## config.mk

```make
export PLATFORM = sky130hd
export DESIGN_NAME = latency_histogram_monitor
export DESIGN_NICKNAME = d
export VERILOG_FILES = /design/src/sv/lhm_pkg.sv /design/src/sv/lhm_divider.sv /design/src/sv/lhm_datapath.sv /design/src/sv/lhm_ctrl.sv /design/src/sv/latency_histogram_monitor.sv
export SDC_FILE = /design/constraint.sdc
export NUM_CORES = 2
export LEC_CHECK = 0
export BUFFER_PORTS_ARGS = -buffer_cell sky130_fd_sc_hd__buf_2
export CAP_MARGIN = 20
export CORE_ASPECT_RATIO = 0.8
export CORE_MARGIN = 3
export CORE_UTILIZATION = 45
export CTS_BUF_LIST = sky130_fd_sc_hd__clkbuf_8 sky130_fd_sc_hd__clkbuf_16
export CTS_CLUSTER_DIAMETER = 60
export DETAILED_ROUTE_END_ITERATION = 7
export PLACE_DENSITY_LB_ADDON = 0.25
export SLEW_MARGIN = 20
export SYNTH_ARGS = -nofsm -noshare
export SYNTH_HDL_FRONTEND = slang
export SYNTH_HIERARCHICAL = 1
export SYNTH_SLANG_ARGS = --single-unit
```

## constraint.sdc

```tcl
create_clock -name clk -period 6.4 [get_ports clk]
set_clock_uncertainty 0.05 [all_clocks]
set_input_delay 1.28 -clock clk [delete_from_list [all_inputs] [get_ports clk]]
set_output_delay 1.28 -clock clk [all_outputs]
set_load 0.05 [all_outputs]
```

## src/sv/lhm_pkg.sv

```systemverilog
// Shared types and constants of the latency histogram monitor.
// Holds request kinds, metric codes, register indexes, the controller states
// and the command and status bundles between controller and datapath.
package lhm_pkg;

	// Request kinds carried in the input tuser field.
	localparam logic [1:0] REQ_SUCCESS = 2'd0;
	localparam logic [1:0] REQ_FAIL    = 2'd1;
	localparam logic [1:0] REQ_SHIELD  = 2'd2;
	localparam logic [1:0] REQ_TICK    = 2'd3;

	// Register indexes of the configuration port (word address).
	localparam logic [1:0] REG_ALARM_ENABLE   = 2'd0;
	localparam logic [1:0] REG_FAIL_THRESHOLD = 2'd1;
	localparam logic [1:0] REG_FAIL_RATE      = 2'd2;

	// Latency bucket boundaries in microseconds.
	localparam int unsigned NUM_BUCKETS = 6;
	localparam logic [31:0] BUCKET_LIMIT_0 = 32'd50_000;
	localparam logic [31:0] BUCKET_LIMIT_1 = 32'd100_000;
	localparam logic [31:0] BUCKET_LIMIT_2 = 32'd300_000;
	localparam logic [31:0] BUCKET_LIMIT_3 = 32'd500_000;
	localparam logic [31:0] BUCKET_LIMIT_4 = 32'd1_000_000;

	// Scale factor of the percentage metrics.
	localparam logic [6:0] PERCENT_SCALE = 7'd100;

	// Metric codes in report order.
	typedef enum logic [3:0] {
		MET_TOTAL   = 4'd0,
		MET_SUCCESS = 4'd1,
		MET_FAIL    = 4'd2,
		MET_SHIELD  = 4'd3,
		MET_AVG     = 4'd4,
		MET_MAX     = 4'd5,
		MET_BUCKET0 = 4'd6,
		MET_BUCKET1 = 4'd7,
		MET_BUCKET2 = 4'd8,
		MET_BUCKET3 = 4'd9,
		MET_BUCKET4 = 4'd10,
		MET_BUCKET5 = 4'd11
	} metric_id_t;

	// Controller states.
	typedef enum logic [2:0] {
		ST_IDLE,
		ST_ALARM_MUL,
		ST_ALARM_CMP,
		ST_LOAD,
		ST_DIVIDE,
		ST_EMIT
	} state_t;

	// Configuration register contents.
	typedef struct packed {
		logic        alarm_enable;
		logic [31:0] fail_count_threshold;
		logic [6:0]  fail_rate_percent;
	} cfg_t;

	// Commands from the controller to the datapath.
	typedef struct packed {
		logic       accept;
		logic       alarm_mul;
		logic       alarm_cmp;
		logic       div_start;
		logic       emit;
		logic       clear;
		metric_id_t metric;
	} cmd_t;

	// Status from the datapath to the controller.
	typedef struct packed {
		logic is_tick;
		logic div_busy;
		logic out_free;
	} status_t;

endpackage

```

## src/sv/lhm_divider.sv

```systemverilog
// Bit-serial restoring divider of the latency histogram monitor.
// One quotient bit per cycle; depends on nothing but its parameters.
module lhm_divider #(
	parameter int unsigned NUM_W = 55,
	parameter int unsigned DEN_W = 32
) (
	input  logic             clk,
	input  logic             arst_n,
	input  logic             start,
	input  logic [NUM_W-1:0] numerator,
	input  logic [DEN_W-1:0] denominator,
	output logic             busy,
	output logic [NUM_W-1:0] quotient
);

	localparam int unsigned CNT_W = $clog2(NUM_W + 1);

	logic [NUM_W-1:0] num_q;
	logic [DEN_W-1:0] rem_q;
	logic [DEN_W-1:0] den_q;
	logic [CNT_W-1:0] cnt_q;
	logic [DEN_W:0]   trial;
	logic [DEN_W:0]   diff;
	logic             ge;

	// One restoring step: shift in the next numerator bit and try a subtract.
	assign trial = {rem_q, num_q[NUM_W-1]};
	assign ge    = trial >= {1'b0, den_q};
	assign diff  = trial - {1'b0, den_q};

	assign busy     = cnt_q != '0;
	assign quotient = num_q;

	// Step counter.
	always_ff @(posedge clk or negedge arst_n) begin
		if (!arst_n) begin
			cnt_q <= '0;
		end else if (start) begin
			cnt_q <= CNT_W'(NUM_W);
		end else if (busy) begin
			cnt_q <= cnt_q - CNT_W'(1);
		end
	end

	// Numerator shifts out while quotient bits shift in.
	always_ff @(posedge clk) begin
		if (start) begin
			num_q <= numerator;
			den_q <= denominator;
			rem_q <= '0;
		end else if (busy) begin
			num_q <= {num_q[NUM_W-2:0], ge};
			rem_q <= ge ? diff[DEN_W-1:0] : trial[DEN_W-1:0];
		end
	end

endmodule

```

## src/sv/lhm_datapath.sv

```systemverilog
// Datapath of the latency histogram monitor: counters, latency sum and maximum,
// bucket counters, alarm evaluation, the divider and the output register.
// Depends on lhm_pkg and lhm_divider.
module lhm_datapath #(
	parameter int unsigned COUNT_WIDTH = 32,
	parameter int unsigned SUM_WIDTH   = 48
) (
	input  logic                 clk,
	input  logic                 arst_n,
	input  lhm_pkg::cfg_t        cfg,
	input  logic [1:0]           in_req_type,
	input  logic [31:0]          in_latency_us,
	input  lhm_pkg::cmd_t        cmd,
	output lhm_pkg::status_t     status,
	input  logic                 out_ready,
	output logic                 out_valid,
	output logic [3:0]           out_metric_id,
	output logic [31:0]          out_metric_value,
	output logic                 out_alarm,
	output logic                 out_last
);

	localparam int unsigned PROD_W = COUNT_WIDTH + 7;
	localparam int unsigned DIV_W  = (SUM_WIDTH > PROD_W) ? SUM_WIDTH : PROD_W;
	localparam int unsigned VAL_W  = DIV_W + 1;
	localparam int unsigned CMP_W  = (COUNT_WIDTH > 32) ? COUNT_WIDTH : 32;

	logic [COUNT_WIDTH-1:0] total_q;
	logic [COUNT_WIDTH-1:0] success_q;
	logic [COUNT_WIDTH-1:0] fail_q;
	logic [COUNT_WIDTH-1:0] shield_q;
	logic [SUM_WIDTH-1:0]   sum_q;
	logic [31:0]            max_q;
	logic [COUNT_WIDTH-1:0] bucket_q [lhm_pkg::NUM_BUCKETS];

	logic [PROD_W-1:0]      prod_fail_q;
	logic [PROD_W-1:0]      prod_rate_q;
	logic                   alarm_q;

	logic                   is_event;
	logic [2:0]             bucket_sel;
	logic [SUM_WIDTH:0]     sum_next;
	logic [2:0]             bucket_rd;
	logic [DIV_W-1:0]       bucket_scaled;
	logic [DIV_W-1:0]       div_num;
	logic [DIV_W-1:0]       quotient;
	logic                   div_busy;
	logic                   total_zero;
	logic [VAL_W-1:0]       value_wide;
	logic [31:0]            value_clip;

	logic                   out_valid_q;
	logic [3:0]             out_metric_q;
	logic [31:0]            out_value_q;
	logic                   out_alarm_q;
	logic                   out_last_q;

	// Input decode.
	assign is_event   = cmd.accept && (in_req_type != lhm_pkg::REQ_TICK);
	assign total_zero = total_q == '0;

	// Bucket of the incoming latency.
	always_comb begin
		priority if (in_latency_us < lhm_pkg::BUCKET_LIMIT_0) begin
			bucket_sel = 3'd0;
		end else if (in_latency_us < lhm_pkg::BUCKET_LIMIT_1) begin
			bucket_sel = 3'd1;
		end else if (in_latency_us < lhm_pkg::BUCKET_LIMIT_2) begin
			bucket_sel = 3'd2;
		end else if (in_latency_us < lhm_pkg::BUCKET_LIMIT_3) begin
			bucket_sel = 3'd3;
		end else if (in_latency_us < lhm_pkg::BUCKET_LIMIT_4) begin
			bucket_sel = 3'd4;
		end else begin
			bucket_sel = 3'd5;
		end
	end

	// Latency sum with a carry bit for saturation.
	assign sum_next = {1'b0, sum_q} + (SUM_WIDTH + 1)'(in_latency_us);

	// Event accumulation; the end of a report clears everything.
	always_ff @(posedge clk or negedge arst_n) begin
		if (!arst_n) begin
			total_q   <= '0;
			success_q <= '0;
			fail_q    <= '0;
			shield_q  <= '0;
			sum_q     <= '0;
			max_q     <= '0;
			for (int b = 0; b < lhm_pkg::NUM_BUCKETS; b++) begin
				bucket_q[b] <= '0;
			end
		end else if (cmd.clear) begin
			total_q   <= '0;
			success_q <= '0;
			fail_q    <= '0;
			shield_q  <= '0;
			sum_q     <= '0;
			max_q     <= '0;
			for (int b = 0; b < lhm_pkg::NUM_BUCKETS; b++) begin
				bucket_q[b] <= '0;
			end
		end else if (is_event) begin
			if (total_q != '1) begin
				total_q <= total_q + COUNT_WIDTH'(1);
			end
			if (in_req_type == lhm_pkg::REQ_SUCCESS && success_q != '1) begin
				success_q <= success_q + COUNT_WIDTH'(1);
			end
			if (in_req_type == lhm_pkg::REQ_FAIL && fail_q != '1) begin
				fail_q <= fail_q + COUNT_WIDTH'(1);
			end
			if (in_req_type == lhm_pkg::REQ_SHIELD && shield_q != '1) begin
				shield_q <= shield_q + COUNT_WIDTH'(1);
			end
			sum_q <= sum_next[SUM_WIDTH] ? '1 : sum_next[SUM_WIDTH-1:0];
			if (in_latency_us > max_q) begin
				max_q <= in_latency_us;
			end
			for (int b = 0; b < lhm_pkg::NUM_BUCKETS; b++) begin
				if (bucket_sel == 3'(b) && bucket_q[b] != '1) begin
					bucket_q[b] <= bucket_q[b] + COUNT_WIDTH'(1);
				end
			end
		end
	end

	// Alarm: products first, the comparison in the following cycle.
	always_ff @(posedge clk) begin
		if (cmd.alarm_mul) begin
			prod_fail_q <= PROD_W'(fail_q) * PROD_W'(lhm_pkg::PERCENT_SCALE);
			prod_rate_q <= PROD_W'(total_q) * PROD_W'(cfg.fail_rate_percent);
		end
	end

	always_ff @(posedge clk or negedge arst_n) begin
		if (!arst_n) begin
			alarm_q <= 1'b0;
		end else if (cmd.alarm_cmp) begin
			alarm_q <= cfg.alarm_enable && !total_zero &&
				(CMP_W'(fail_q) >= CMP_W'(cfg.fail_count_threshold)) &&
				(prod_fail_q >= prod_rate_q);
		end
	end

	// Divider operands: latency sum for the average, scaled bucket count otherwise.
	assign bucket_rd = 3'(cmd.metric - lhm_pkg::MET_BUCKET0);
	always_comb begin
		bucket_scaled = '0;
		if (cmd.metric >= lhm_pkg::MET_BUCKET0) begin
			bucket_scaled = DIV_W'(bucket_q[bucket_rd]) * DIV_W'(lhm_pkg::PERCENT_SCALE);
		end
	end
	assign div_num = (cmd.metric == lhm_pkg::MET_AVG) ? DIV_W'(sum_q) : bucket_scaled;

	lhm_divider #(
		.NUM_W(DIV_W),
		.DEN_W(COUNT_WIDTH)
	) u_divider (
		.clk        (clk),
		.arst_n     (arst_n),
		.start      (cmd.div_start),
		.numerator  (div_num),
		.denominator(total_q),
		.busy       (div_busy),
		.quotient   (quotient)
	);

	// Metric value selection, then saturation to 32 bits.
	always_comb begin
		unique case (cmd.metric)
			lhm_pkg::MET_TOTAL:   value_wide = VAL_W'(total_q);
			lhm_pkg::MET_SUCCESS: value_wide = VAL_W'(success_q);
			lhm_pkg::MET_FAIL:    value_wide = VAL_W'(fail_q);
			lhm_pkg::MET_SHIELD:  value_wide = VAL_W'(shield_q);
			lhm_pkg::MET_MAX:     value_wide = VAL_W'(max_q);
			default:              value_wide = total_zero ? '0 : VAL_W'(quotient);
		endcase
	end
	assign value_clip = (|value_wide[VAL_W-1:32]) ? '1 : value_wide[31:0];

	// Output register: loaded on emit, emptied when the consumer takes it.
	always_ff @(posedge clk or negedge arst_n) begin
		if (!arst_n) begin
			out_valid_q <= 1'b0;
		end else if (cmd.emit) begin
			out_valid_q <= 1'b1;
		end else if (out_ready) begin
			out_valid_q <= 1'b0;
		end
	end

	always_ff @(posedge clk) begin
		if (cmd.emit) begin
			out_metric_q <= cmd.metric;
			out_value_q  <= value_clip;
			out_alarm_q  <= alarm_q;
			out_last_q   <= cmd.metric == lhm_pkg::MET_BUCKET5;
		end
	end

	assign out_valid        = out_valid_q;
	assign out_metric_id    = out_metric_q;
	assign out_metric_value = out_value_q;
	assign out_alarm        = out_alarm_q;
	assign out_last         = out_last_q;

	// Status to the controller.
	assign status.is_tick  = in_req_type == lhm_pkg::REQ_TICK;
	assign status.div_busy = div_busy;
	assign status.out_free = !out_valid_q || out_ready;

	// A metric is never loaded over one that has not been taken.
	a_emit_free: assert property (@(posedge clk) disable iff (!arst_n)
		cmd.emit |-> (!out_valid_q || out_ready))
		else $error("metric loaded into a full output register");

	// The end of a report leaves the interval state empty.
	a_clear_empty: assert property (@(posedge clk) disable iff (!arst_n)
		cmd.clear |=> (total_q == '0 && sum_q == '0 && max_q == '0))
		else $error("interval state not cleared after report");

	// Each request event adds one to the total unless it is saturated.
	a_total_step: assert property (@(posedge clk) disable iff (!arst_n)
		(is_event && !cmd.clear && total_q != '1) |=>
		total_q == $past(total_q) + COUNT_WIDTH'(1))
		else $error("total count did not advance on a request event");

	// The divider is started only when it is free.
	a_div_start: assert property (@(posedge clk) disable iff (!arst_n)
		cmd.div_start |-> !div_busy)
		else $error("divider restarted while busy");

endmodule

```

## src/sv/lhm_ctrl.sv

```systemverilog
// Controller of the latency histogram monitor: input handshake and the
// report sequence over the twelve metrics. Depends on lhm_pkg.
module lhm_ctrl (
	input  logic             clk,
	input  logic             arst_n,
	input  logic             in_valid,
	output logic             in_ready,
	input  lhm_pkg::status_t status,
	output lhm_pkg::cmd_t    cmd
);

	lhm_pkg::state_t     state_q;
	lhm_pkg::state_t     state_d;
	lhm_pkg::metric_id_t metric_q;
	logic                accept;
	logic                needs_div;
	logic                last_metric;

	assign accept      = in_valid && (state_q == lhm_pkg::ST_IDLE);
	assign needs_div   = (metric_q == lhm_pkg::MET_AVG) || (metric_q >= lhm_pkg::MET_BUCKET0);
	assign last_metric = metric_q == lhm_pkg::MET_BUCKET5;

	// Next state.
	always_comb begin
		state_d = state_q;
		unique case (state_q)
			lhm_pkg::ST_IDLE: begin
				if (accept && status.is_tick) begin
					state_d = lhm_pkg::ST_ALARM_MUL;
				end
			end
			lhm_pkg::ST_ALARM_MUL: state_d = lhm_pkg::ST_ALARM_CMP;
			lhm_pkg::ST_ALARM_CMP: state_d = lhm_pkg::ST_LOAD;
			lhm_pkg::ST_LOAD: begin
				state_d = needs_div ? lhm_pkg::ST_DIVIDE : lhm_pkg::ST_EMIT;
			end
			lhm_pkg::ST_DIVIDE: begin
				if (!status.div_busy) begin
					state_d = lhm_pkg::ST_EMIT;
				end
			end
			lhm_pkg::ST_EMIT: begin
				if (status.out_free) begin
					state_d = last_metric ? lhm_pkg::ST_IDLE : lhm_pkg::ST_LOAD;
				end
			end
			default: state_d = lhm_pkg::ST_IDLE;
		endcase
	end

	// Outputs.
	always_comb begin
		in_ready      = state_q == lhm_pkg::ST_IDLE;
		cmd           = '0;
		cmd.metric    = metric_q;
		cmd.accept    = accept;
		cmd.alarm_mul = state_q == lhm_pkg::ST_ALARM_MUL;
		cmd.alarm_cmp = state_q == lhm_pkg::ST_ALARM_CMP;
		cmd.div_start = (state_q == lhm_pkg::ST_LOAD) && needs_div;
		cmd.emit      = (state_q == lhm_pkg::ST_EMIT) && status.out_free;
		cmd.clear     = (state_q == lhm_pkg::ST_EMIT) && status.out_free && last_metric;
	end

	// State and metric counter.
	always_ff @(posedge clk or negedge arst_n) begin
		if (!arst_n) begin
			state_q  <= lhm_pkg::ST_IDLE;
			metric_q <= lhm_pkg::MET_TOTAL;
		end else begin
			state_q <= state_d;
			if (state_q == lhm_pkg::ST_ALARM_MUL) begin
				metric_q <= lhm_pkg::MET_TOTAL;
			end else if (state_q == lhm_pkg::ST_EMIT && status.out_free && !last_metric) begin
				metric_q <= lhm_pkg::metric_id_t'(metric_q + 4'd1);
			end
		end
	end

endmodule

```

## src/sv/latency_histogram_monitor.sv

```systemverilog
// Latency histogram monitor. Request completion transactions (success, fail,
// shielded) are taken one per clock: each updates the outcome counters, the
// total, the saturating latency sum, the latency maximum and one of six latency
// buckets. A tick transaction starts a report of twelve metric transactions
// (counts, average and maximum latency, bucket percentages), each flagged with
// the fail alarm; while the report runs the input is not ready. The report's length
// is set by the bit-serial divider, DIV_W bits wide (the larger of SUM_WIDTH and
// COUNT_WIDTH + 7), that forms the average and the six percentages one after
// another; a stalled output lengthens the report further.
// The next input is taken as soon as the last metric sits in the output register.
// Depends on lhm_pkg, lhm_ctrl, lhm_datapath and lhm_divider.
module latency_histogram_monitor #(
	parameter int unsigned COUNT_WIDTH = 32,
	parameter int unsigned SUM_WIDTH   = 48
) (
	input  logic        clk,
	input  logic        arst_n,
	// Request stream.
	input  logic        s_axis_tvalid,
	output logic        s_axis_tready,
	input  logic [31:0] s_axis_tdata,   // [31:0] latency_us
	input  logic [1:0]  s_axis_tuser,   // [1:0] req_type
	// Metric stream.
	output logic        m_axis_tvalid,
	input  logic        m_axis_tready,
	output logic [31:0] m_axis_tdata,   // [31:0] metric_value
	output logic [4:0]  m_axis_tuser,   // [3:0] metric_id, [4] alarm
	output logic        m_axis_tlast,
	// Configuration port.
	input  logic        psel,
	input  logic        penable,
	input  logic        pwrite,
	input  logic [3:0]  paddr,
	input  logic [31:0] pwdata,
	output logic [31:0] prdata,
	output logic        pready
);

	lhm_pkg::cfg_t    cfg_q;
	lhm_pkg::cmd_t    cmd;
	lhm_pkg::status_t status;
	logic             cfg_write;
	logic [1:0]       reg_index;
	logic [3:0]       metric_id;
	logic             alarm;

	// Configuration registers.
	assign pready    = 1'b1;
	assign cfg_write = psel && penable && pwrite && pready;
	assign reg_index = paddr[3:2];

	always_ff @(posedge clk or negedge arst_n) begin
		if (!arst_n) begin
			cfg_q <= '0;
		end else if (cfg_write) begin
			unique case (reg_index)
				lhm_pkg::REG_ALARM_ENABLE:   cfg_q.alarm_enable         <= pwdata[0];
				lhm_pkg::REG_FAIL_THRESHOLD: cfg_q.fail_count_threshold <= pwdata;
				lhm_pkg::REG_FAIL_RATE:      cfg_q.fail_rate_percent    <= pwdata[6:0];
				default: ;
			endcase
		end
	end

	// Register read-back.
	always_comb begin
		unique case (reg_index)
			lhm_pkg::REG_ALARM_ENABLE:   prdata = {31'd0, cfg_q.alarm_enable};
			lhm_pkg::REG_FAIL_THRESHOLD: prdata = cfg_q.fail_count_threshold;
			lhm_pkg::REG_FAIL_RATE:      prdata = {25'd0, cfg_q.fail_rate_percent};
			default:                     prdata = '0;
		endcase
	end

	lhm_ctrl u_ctrl (
		.clk     (clk),
		.arst_n  (arst_n),
		.in_valid(s_axis_tvalid),
		.in_ready(s_axis_tready),
		.status  (status),
		.cmd     (cmd)
	);

	lhm_datapath #(
		.COUNT_WIDTH(COUNT_WIDTH),
		.SUM_WIDTH  (SUM_WIDTH)
	) u_datapath (
		.clk             (clk),
		.arst_n          (arst_n),
		.cfg             (cfg_q),
		.in_req_type     (s_axis_tuser),
		.in_latency_us   (s_axis_tdata),
		.cmd             (cmd),
		.status          (status),
		.out_ready       (m_axis_tready),
		.out_valid       (m_axis_tvalid),
		.out_metric_id   (metric_id),
		.out_metric_value(m_axis_tdata),
		.out_alarm       (alarm),
		.out_last        (m_axis_tlast)
	);

	assign m_axis_tuser = {alarm, metric_id};

endmodule
```

# == After elaboration in Yosys (flattened, before gate mapping) ==
# Cells that the tools add are included.
# word_totals
ff_bits,681
in_bits,77
output_inout_bits,73
# op_classes
n_addsub,15
n_mul,3
order_cmp,11
n_eq_ne,35
mux,54
n_bitwise,1
reduce_logical,64
# op_table
operator,count
32-bit two-way mux,24
192-bit two-way mux,2
48-bit two-way mux,7
32-bit by 1-bit adder with 32-bit output (second input constant),10
32-bit != test (second input constant),10
49-bit one-hot mux with 5 select lines,1
32-bit binary-select mux with 3-bit select,1
32-bit one-hot mux with 3 select lines,1
32-bit by 5-bit multiplier with 37-bit output (second input constant),2
32-bit by 19-bit less-than comparator with 1-bit output (second input constant),2
48-bit by 32-bit adder with 49-bit output,1
39-bit greater-or-equal comparator,1
32-bit by 7-bit multiplier with 39-bit output,1
39-bit two-way mux,1
33-bit by 32-bit greater-or-equal comparator with 1-bit output,1
32-bit greater-or-equal comparator,1
32-bit > comparator,1
32-bit logical NOT,1
32-bit by 16-bit less-than comparator with 1-bit output (second input constant),1
32-bit by 17-bit less-than comparator with 1-bit output (second input constant),1
32-bit by 20-bit less-than comparator with 1-bit output (second input constant),1
32-bit subtractor,1
2-bit nonzero test,15
2-bit AND reduction,14
32 further kinds,82

# == Longest topological paths before layout ==
# depth
depth_word,11
ltp_mapped,26
mapped_depth_nobuf,22

# == By module ==
# Netlist, hierarchy kept.
# modules_own_cells
mod,n_inst,cells_per_inst,area_per_inst_um2,seq_area_each_um2
lhm_datapath,1,4858,43620.6,13482.9
lhm_divider,1,652,6829.0,3193.1
latency_histogram_monitor,1,130,1806.7,1001.0
lhm_ctrl,1,56,478.0,175.2

# == Worst setup path before layout ==
# Ideal clock, no wire load.
# synth_path
kind,register to register
startpoint,register u_ctrl.state_q[0]
endpoint,register u_datapath.prod_fail_q[10] (enable)
setup_ns,0.616
t_arrival_ns,5.950
required_ns,5.734
slack_ns,-0.215
stages_incl_launch_ff,4
cell_sequence,dfrtp_1 > buf_2 > inv_1 > nor3_1
# synth_lines
element,line_no,rtl
"start, declared",lhm_ctrl.sv:12,lhm_pkg::state_t state_q;
"start signal, assigned",lhm_ctrl.sv:67,state_q <= lhm_pkg::ST_IDLE;
"start signal, assigned",lhm_ctrl.sv:70,state_q <= state_d;
"end signal, assigned",lhm_datapath.sv:132,prod_fail_q <= PROD_W'(fail_q) * PROD_W'(lhm_pkg::PERCENT_SCALE);
"end, declared",lhm_datapath.sv:36,logic [PROD_W-1:0] prod_fail_q;

# == Worst setup path after layout ==
# layout_path
startpoint,register u_ctrl.metric_q[0]
endpoint,"register u_datapath.u_divider.num_q[38] (netlist: u_datapath/u_divider/quotient[38]), data pin"
# layout_via
elab_chain_len,9
# layout_lines
element,line_no,rtl
"start, declared",lhm_ctrl.sv:14,lhm_pkg::metric_id_t metric_q;
"start signal, assigned",lhm_ctrl.sv:68,metric_q <= lhm_pkg::MET_TOTAL;
"start signal, assigned",lhm_ctrl.sv:72,metric_q <= lhm_pkg::MET_TOTAL;
"start signal, assigned",lhm_ctrl.sv:74,metric_q <= lhm_pkg::metric_id_t'(metric_q + 4'd1);
3-bit subtractor,lhm_datapath.sv:148,assign bucket_rd = 3'(cmd.metric - lhm_pkg::MET_BUCKET0);
3-bit NOT with 4-bit output (implied by the code),lhm_datapath.sv:152,bucket_scaled = DIV_W'(bucket_q[bucket_rd]) * DIV_W'(lhm_pkg::PERCENT_SCALE);
32-bit binary-select mux with 3-bit select,lhm_datapath.sv:152,
32-bit two-way mux (implied by the code) (2 in a row),lhm_datapath.sv:152,
32-bit by 5-bit multiplier with 37-bit output,lhm_datapath.sv:152,
39-bit two-way mux,lhm_datapath.sv:151,if (cmd.metric >= lhm_pkg::MET_BUCKET0) begin
48-bit two-way mux (*),lhm_datapath.sv:155,assign div_num = (cmd.metric == lhm_pkg::MET_AVG) ? DIV_W'(sum_q) : bucket_scaled;
via u_datapath.div_num[38],lhm_datapath.sv:45,logic [DIV_W-1:0] div_num;
48-bit two-way mux (*),lhm_divider.sv:47,if (start) begin
"end signal, assigned",lhm_divider.sv:48,num_q <= numerator;
"end signal, assigned",lhm_divider.sv:52,"num_q <= {num_q[NUM_W-2:0], ge};"
"end, declared",lhm_divider.sv:18,logic [NUM_W-1:0] num_q;
# Mark *: on every way through the listed nets, which the timed path passes. The rest lies on a longest branch. The select of a mux whose other input is x is not followed.
# A chain may end at the register's enable or synchronous reset.

==> qor.txt <==
Cts bufs inserted: 90
Number of global-route vias before repair: 41400
Ports: 150
Multiplexer area fraction after synthesis: 4.83%
GR Util met3: 4.41%
Switching fraction of total power: 40.6%
Dpl hpwl: 115000 um
Netlist cell types: 107
TritonCTS clock tree: done
Seq pwr share: 30.4%
Synth Area in Adders: 18.2%
Share of cells above drive strength 1: 10.5%
Row count: 111
I/O Buffers: 146
Post-Syn Area: 52700 um^2
Max-slew headroom: -3.44%
Async SR Flop Fraction: 66.8%
Gr ovfl total: 0
Outcome: finished with violations
Post-synth EDFFs: 194
CP endpoint: u_datapath/u_divider/quotient[38]$_DFFE_PP_
Vias/cell: 5.69
PD cells: 347 nW/um^2
Delay-heaviest family, CP: compound AO/OA/AOI/OAI gates
Placer Congestion: 0.929
DP Worst Slack: 82.3 ps
Worst setup margin: 142 ps
Ranking of synthesized cells by area: dfrtp_1, edfxtp_1, ha_1
Cells after Synth: 5696
Most frequent cells in the layout: inv_1, nor2_1, dfrtp_1
R2R Path End: u_datapath/u_divider/quotient[38]$_DFFE_PP_
Grt met2 use: 37.4%
Fin cells: 7440
Ys flop type: dfrtp_1
Initial DRC Count: 3839
Hold Violations, Final: 0
Combinational family with the most area after synthesis: adder cells
R2R depth: 25
Mean post-synth cell area: 9.26 um^2
Pins over their slew limit: 78
Syn-to-layout area delta: 11.5%
Final nets: 6550
First-pass GRT wire length: 242000 um
Simple-gate share of the synthesized area: 17.2%
Combinational share of power: 44.3%
GRT Overall Usage: 25.2%
RR Startpoint: u_ctrl/metric_q[0]$_DFFE_PN0P_
Drt pass-1 iters: 8
Critical Path AT: 6650 ps
Post-synth top area share: 21.6%
Final setup TNS: 0 ps
Clock Power Share: 25.3%
Gr busiest metal: met1
Pleak: 27.7 nW
Reg-to-reg slack, setup: 140 ps
Total Wirelength: 154000 um
CP Class: reg2reg
Ys Warns: 6
Met1 Use GR: 37.7%
Slowest stage delay, CP: 540 ps
Die width: 389 um
Setup crit end kind: register
Flops & latches, synth: 681
Maximum level of the CTS H-tree: 3
Pin count of the biggest net entering global routing: 217
Post-Synth XOR/XNOR Area: 6.98%
Core Region: 115000 um^2
Most common cell after layout, fill and taps aside: inv_1
DP Area: 55600 um^2
Max clock buf depth: 3
CP Buf/Inv Count: 6
Initial Utilization: 45.7%
Data required time of the critical path: 6800 ps
Clk sinks: 681
DRC Markers: 9
Int Pwr: 12.1 mW
Final setup viols: 0
Full die area: 121000 um^2
Die Ht: 312 um
Critical path's slowest cell: dfrtp_4
Compound-cell area share of the yosys netlist: 12.7%
Tmin final: 6260 ps
Clock transition at the registers of the reported paths: 60 ps
Seq/Total Area, Yosys: 33.9%
Post-synth top area cell: dfrtp_1
CP startpoint kind: register
VDD IR-drop max: 0.215 mV
P_sw: 8.30 mW
Design area: 58800 um^2
Placed Cells: 7261
Clk_lat worst skew: 700 ps
CTS hold repair buffers: 0
Antenna violations before repair: 11
Antenna violation net count after detailed routing: 0
Max Cap Violations: 0
Critical path depth: 25
Avg WL per Cell: 20.7 um
CTS Root Cell: clkbuf_16
Syn nets: 6415
Setup crit start: u_ctrl/metric_q[0]$_DFFE_PN0P_
Tcrit/Tclk final: 97.8%
Worst hold-check path type: reg2reg
Layout filler cell count: 10700
Failing checks: DRC, slew limit
Slew @ Worst Pin: 1550 ps
Max Fclk: 160 MHz
Largest fanout on the critical path: 7
Vias: 42400
-- what timing repair did --
| action | in CTS | in global routing |
|---|---|---|
| gates resized for setup | 0 | 13 |
| endpoints found under the setup margin | 0 | 6 |
| buffers inserted | 0 | 3 |
-- flip-flops by register name, summed over array words and instances (netlist names), 37 cells and up --
register and flops:
u_datapath/prod_fail_q 37, u_datapath/sum_q 48, u_datapath/bucket_q 192, u_datapath/prod_rate_q 39, u_datapath/u_divider/quotient 48, cfg_q 40
-- worst min path at each step --
| stage | startpoint | to | cells past startpoint |
|---|---|---|---|
| floorplan | u_datapath/alarm_q$_DFFE_PN0P_ | u_datapath/out_alarm$_DFFE_PP_ | 0 |
| global placement | u_datapath/alarm_q$_DFFE_PN0P_ | u_datapath/out_alarm$_DFFE_PP_ | 0 |
| detailed placement | u_datapath/alarm_q$_DFFE_PN0P_ | u_datapath/out_alarm$_DFFE_PP_ | 0 |
| CTS | u_datapath/alarm_q$_DFFE_PN0P_ | u_datapath/out_alarm$_DFFE_PP_ | 0 |
| global route | u_datapath/alarm_q$_DFFE_PN0P_ | u_datapath/out_alarm$_DFFE_PP_ | 0 |
| finish | u_datapath/alarm_q$_DFFE_PN0P_ | u_datapath/out_alarm$_DFFE_PP_ | 0 |
-- per-stage QoR --
| stage | hold slack (ps) | utilization (%) | power [mW] |
|---|---|---|---|
| after global routing | 416 | 50.9 | 21.9 |
| final | 416 | 51.0 | 20.4 |
| after detailed placement | 395 | 48.2 | 15.1 |
| after floorplan | 376 | - | 12.3 |
| after global placement | 381 | 48.2 | 14.9 |
| after CTS | 410 | 50.9 | 20.4 |
-- worst register-to-register path, stage by stage, from the launching register on --
cell and delay, ps:
dfrtp_4 540, buf_4 250, buf_4 150, mux2_2 320, nand2_1 140, o21ai_0 190
o21ai_1 320, inv_1 120, ha_1 200, ha_1 270, inv_1 50, fa_1 500
inv_1 40, ha_1 320, a21o_1 190, a21o_1 170, a21oi_1 220, o21ai_0 180
nor4_2 310, o31ai_1 130, buf_4 150, a221o_1 310, a21oi_1 170, xor2_1 300
o21ai_0 150, mux2_2 310
-- per-layer routing --
| metal | up-vias | wire [um] |
|---|---|---|
| met4 | 6 | 4200 |
| li1 | 19900 | - |
| met5 | - | 30 |
| met2 | 1378 | 65300 |
| met1 | 20800 | 72400 |
| met3 | 248 | 11800 |
-- layout make-up --
type                    instances  area (um^2)  area share (%)
flip-flops and latches        681        17900            30.4
well taps                    1525         1910            3.24
clock buffers                 103         2480            4.21
repair buffers                282         1940            3.29
multi-input cells            4162        31700            53.9
inverters                     614         2300            3.92
diodes                          9         22.5          0.0383
clock inverters                64          582           0.989
-- cell usage after synthesis, types with 194 or more instances --
master / number
o21ai_0: 258
inv_1: 613
clkbuf_1: 210
nand2_1: 374
xor2_1: 242
nor2_1: 522
a21oi_1: 264
edfxtp_1: 194
and2_1: 251
fa_1: 205
dfrtp_1: 455
ha_1: 437
nand3_1: 195
-- logic make-up (layout without fill, tap and decap cells) --
group	count (synthesis)	in the layout
xor+xnor	420	420
simple gates	1832	1832
compound gates	1032	1032
other cells	1	10
mux	235	235
flops	681	681
fa+ha+maj	642	642
buf+inv	853	1063
-- power by group through the flow --
stage	sequential (mW)	combinational (mW)	clock, mW
6_report	6.20	9.04	5.17
5_1_grt	6.28	10.1	5.45
4_1_cts	6.19	8.92	5.29
3_5_place_dp	6.25	8.81	0
3_3_place_gp	6.24	8.71	0
2_1_floorplan	6.04	6.30	0
Power figures use the tool's default switching activity.
